[src/hdl/iirl_pkg.sv]
// Shared constants, operation codes and the per-cell command bundle for the
// indexed insert/remove list. No dependencies.
package iirl_pkg;

    localparam int CAPACITY = 64;
    localparam int IDX_W    = (CAPACITY > 1) ? $clog2(CAPACITY) : 1;
    localparam int CNT_W    = $clog2(CAPACITY + 1);
    localparam int OP_W     = 3;
    localparam int POS_W    = 7;
    localparam int COUNT_W  = 7;
    localparam int DATA_W   = 32;
    // width used for every index / occupancy compare
    localparam int CMP_W    = (CNT_W > POS_W) ? CNT_W : POS_W;

    localparam logic [OP_W-1:0] OP_PUSH_FRONT = 3'd0;
    localparam logic [OP_W-1:0] OP_PUSH_BACK  = 3'd1;
    localparam logic [OP_W-1:0] OP_INSERT_AT  = 3'd2;
    localparam logic [OP_W-1:0] OP_POP_FRONT  = 3'd3;
    localparam logic [OP_W-1:0] OP_POP_BACK   = 3'd4;
    localparam logic [OP_W-1:0] OP_REMOVE_AT  = 3'd5;
    localparam logic [OP_W-1:0] OP_FIND       = 3'd6;

    localparam logic STATUS_DONE     = 1'b0;
    localparam logic STATUS_REJECTED = 1'b1;

    typedef struct packed {
        logic              accept;   // a transaction is taken this cycle
        logic              insert;   // open a slot at pos, write value there
        logic              remove;   // close the slot at pos
        logic              find;     // compare against value
        logic [CMP_W-1:0]  pos;
        logic [CMP_W-1:0]  occ;      // occupancy before the operation
        logic [DATA_W-1:0] value;
    } cell_cmd_t;

endpackage

[src/hdl/iirl_cell.sv]
// One slot of the list: holds a word, shifts towards either neighbour and
// compares against the search word. Depends on iirl_pkg.
module iirl_cell (
    input  logic                      aclk,
    input  logic [iirl_pkg::CMP_W-1:0] cell_idx,
    input  iirl_pkg::cell_cmd_t       cmd,
    input  logic [iirl_pkg::DATA_W-1:0] left_data,
    input  logic [iirl_pkg::DATA_W-1:0] right_data,
    output logic [iirl_pkg::DATA_W-1:0] data,
    output logic                      match
);
    import iirl_pkg::*;

    logic [DATA_W-1:0] data_reg, data_next;
    logic              match_reg, match_next;
    logic              above, at_pos;

    assign above  = cell_idx > cmd.pos;
    assign at_pos = cell_idx == cmd.pos;

    always_comb begin
        data_next = data_reg;
        if (cmd.insert) begin
            if (above) begin
                data_next = left_data;
            end else if (at_pos) begin
                data_next = cmd.value;
            end
        end else if (cmd.remove) begin
            if (above || at_pos) begin
                data_next = right_data;
            end
        end
    end

    assign match_next = cmd.find && (cell_idx < cmd.occ) && (data_reg == cmd.value);

    always_ff @(posedge aclk) begin
        data_reg <= data_next;
        if (cmd.accept) begin
            match_reg <= match_next;
        end
    end

    assign data  = data_reg;
    assign match = match_reg;

endmodule
[config.mk]
export PLATFORM = sky130hd
export DESIGN_NAME = iirl_cell
export DESIGN_NICKNAME = d
export VERILOG_FILES = /design/src/hdl/iirl_pkg.sv /design/src/hdl/iirl_cell.sv
export SDC_FILE = /design/constraint.sdc
export NUM_CORES = 1
export LEC_CHECK = 0
export BUFFER_PORTS_ARGS = -buffer_cell sky130_fd_sc_hd__buf_4
export CAP_MARGIN = 20
export CORE_ASPECT_RATIO = 0.6
export CORE_UTILIZATION = 45
export CTS_BUF_LIST = sky130_fd_sc_hd__clkbuf_4
export CTS_CLUSTER_SIZE = 10
export DETAILED_ROUTE_END_ITERATION = 16
export MAX_ROUTING_LAYER = met4
export PLACE_DENSITY = 0.84
export SYNTH_ARGS = -nofsm -noshare
export SYNTH_HDL_FRONTEND = slang
export SYNTH_SLANG_ARGS = --single-unit
[constraint.sdc]
create_clock -name aclk -period 5.5 [get_ports aclk]
set_input_delay 0.275 -clock aclk [delete_from_list [all_inputs] [get_ports aclk]]
set_output_delay 0.275 -clock aclk [all_outputs]
set_load 0.02 [all_outputs]
==> impl_metrics.toml <==
[timing]
timing.final.ws_setup_ps = 2920
timing.fmax_mhz = 388
setup_viol = 0
rsz0062_at_grt = "no"
tns_ps = 0
whs_ps = 130
maxSlewHeadroom = 0.242
worstMarginPinSlew_ps = 1140
hold_viol_final = 0
skew_ps = 6.86
slew_viol_final = 0
period_needed_ps = 2580
fin_crit_sh = 0.469

[placement]
place_congestion = 0.863
port_buffers = 154
post-place-ws_ps = 2100
hpwl_mm = 8.17
placedCellCount = 610

[drt]
vias = 3711
avgRoutedWirePerCell_um = 18.9
wl_met3_mm = 1.03
drtIter0Drc = 267
drt-total-wl_mm = 11.7
viasPerCell = 5.99
firstDrtPassIters = 5
routed.top_layer = "met4"
drc = 0
wl_met1_mm = 5.26
drtAntennaViolNets = 0
wl_met2_mm = 5.31

[floorplanning]
core_um2 = 6940
io_pins = 155
die_h_um = 69.0
initial_utilization = 0.485
rows = 23
die_w_um = 114
dieArea_um2 = 7840

[cts]
cts_setup_buffers = 0
root_buffer = "clkbuf_4"
ctsLongestPathBuffers = 2
clock_latency_ps = 340
cts_sinks = 33
holdBufCountCts = 0
ctsResizeCount = 0
clkTransAtPathRegs_ps = 120
cts_tree = "built"
cts_max_level = 2
cts_buffers = 5

[final_layout]
antenna_cells = 0
multi_input_area_um2 = 2170
syn_to_final_growth_pct = 37.8
fin_nets = 654
seq_area_um2 = 991
fin_cells = 620
largest_reg_flops = 32
fill_cells = 581
drive_gt1_frac = 0.327

[logic_synthesis]
netlist_instances = 384
syn-num-nets = 519
yosys-top-cells-area = "edfxtp_1 29%, mux2i_1 9.5%, a41oi_1 8.3%"
async_reset_ff_frac = 0
syn_avg_cell_area_um2 = 8.76
yosysMostFrequentCell = "nor2_1"
synth_area_leader_cell = "edfxtp_1"
synth_top_area_share = 0.295
yosysWarnings = 0
synthTopCellsByCount = "34 x nor2_1, 33 x edfxtp_1, 33 x nand2_1"
ys.flop_type = "edfxtp_1"
syn_area_um2 = 3360
synth.ff_latch_count = 33
synth_edf_count = 33
ys_types = 33
yosysSeqAreaShare = 0.295

[global_routing]
grt_util_all_layers = 0.305
grt_antenna_before_repair = 0
grt_overflow = 0
grt_pass1_wl_mm = 17.7
grt_max_degree = 66
grt_pass1_vias = 3560

[setup_path]
cp.arrival_ps = 2750
ff2ff_path_depth = 4
critical_path_class = "in2reg"
start_kind = "input pin"
path_max_fanout = 32
end_kind = "flop"
crit_required_ps = 5670

[hold_path]
min_path_type = "in2reg"
hold_path_depth = 1

[power]
powerDensity_nw_per_um2 = 205
p_leak_uw = 0.00191
peakVddDrop_v = 0.000100

[outcome]
outcome = "complete, no violations"

[job]
max_cap_viol_count = 0
layout make-up:
type,count,share of cell area
Multi-Input combinational cell,304,0.468
Timing Repair Buffer,161,0.269
Sequential cell,33,0.214
Tap cell,100,0.0270
Inverter,14,0.0113
Clock buffer,5,0.00810
Clock inverter,3,0.00270
placed cells by master (no fill, tap or decap), types with 2 or more instances in the layout:
cell      synthesis  layout
ha_1             13      13
clkbuf_4          0       5
edfxtp_1         33      33
a21boi_1          7       7
o211a_1           2       2
clkinv_1          0       2
nand2_1          33      33
a41oi_1          32      32
nand3_1           2       2
nand4_1          10      10
and3_1            2       2
a21boi_0         25      25
xor2_1            5       5
o21ai_1          11      11
o21ai_0          21      21
buf_4             0     159
mux2i_1          32      32
nor2_1           34      33
nor4_1            2       2
a21o_1            2       2
xnor2_1          27      27
buf_16            0       2
nor3_1            2       2
a21oi_1           2       2
inv_1            14      14
nor3b_1          32      32
per-layer routing:
metal,GRT usage,vias up
li1,-,1706
met1,0.394,1774
met2,0.501,216
met3,0.0533,15
met4,0.0773,0
met5,-,-
power by group:
| group | leakage [µW] | switching, µW | internal, µW | total [µW] |
|---|---|---|---|---|
| sequential | 0.000320 | 31.3 | 329 | 361 |
| combinational | 0.00156 | 239 | 212 | 451 |
| clock | 0.0000300 | 94.4 | 46.4 | 141 |
| total | 0.00191 | 364 | 588 | 952 |
stage by stage:
| step | area [µm²] | power, µW | utilization |
|---|---|---|---|
| after detailed placement | 4530 | 805 | 0.653 |
| final | 4640 | 952 | 0.668 |
| after global routing | 4640 | 996 | 0.668 |
| after global placement | 4530 | 794 | 0.653 |
| after floorplan | 3360 | 612 | - |
| after CTS | 4580 | 942 | 0.660 |
worst paths after layout:
path,startpoint,endpoint,slack (ps)
worst max register to register,data[10]$_DFFE_PP_,match$_DFFE_PP_,3750
worst max-delay path,cell_idx[6],data[26]$_DFFE_PP_,2920
worst min-delay path,cmd[49],match$_DFFE_PP_,130
worst min register to register,data[20]$_DFFE_PP_,match$_DFFE_PP_,880
worst max-delay path, cell delays in order:
cell and delay (ps):
buf_4 120, ha_1 330, and4_1 440, buf_16 220
o211a_1 930, nand2_1 150, a41oi_1 280
cell families after synthesis:
kind of cell	after synthesis	share of synthesized area
fa+ha+maj	13	0.0483
mux	32	0.0952
buf+inv	47	0.0617
compound gates	107	0.232
simple gates	120	0.185
xor+xnor	32	0.0833
flops	33	0.295
Power figures use the tool's default switching activity.
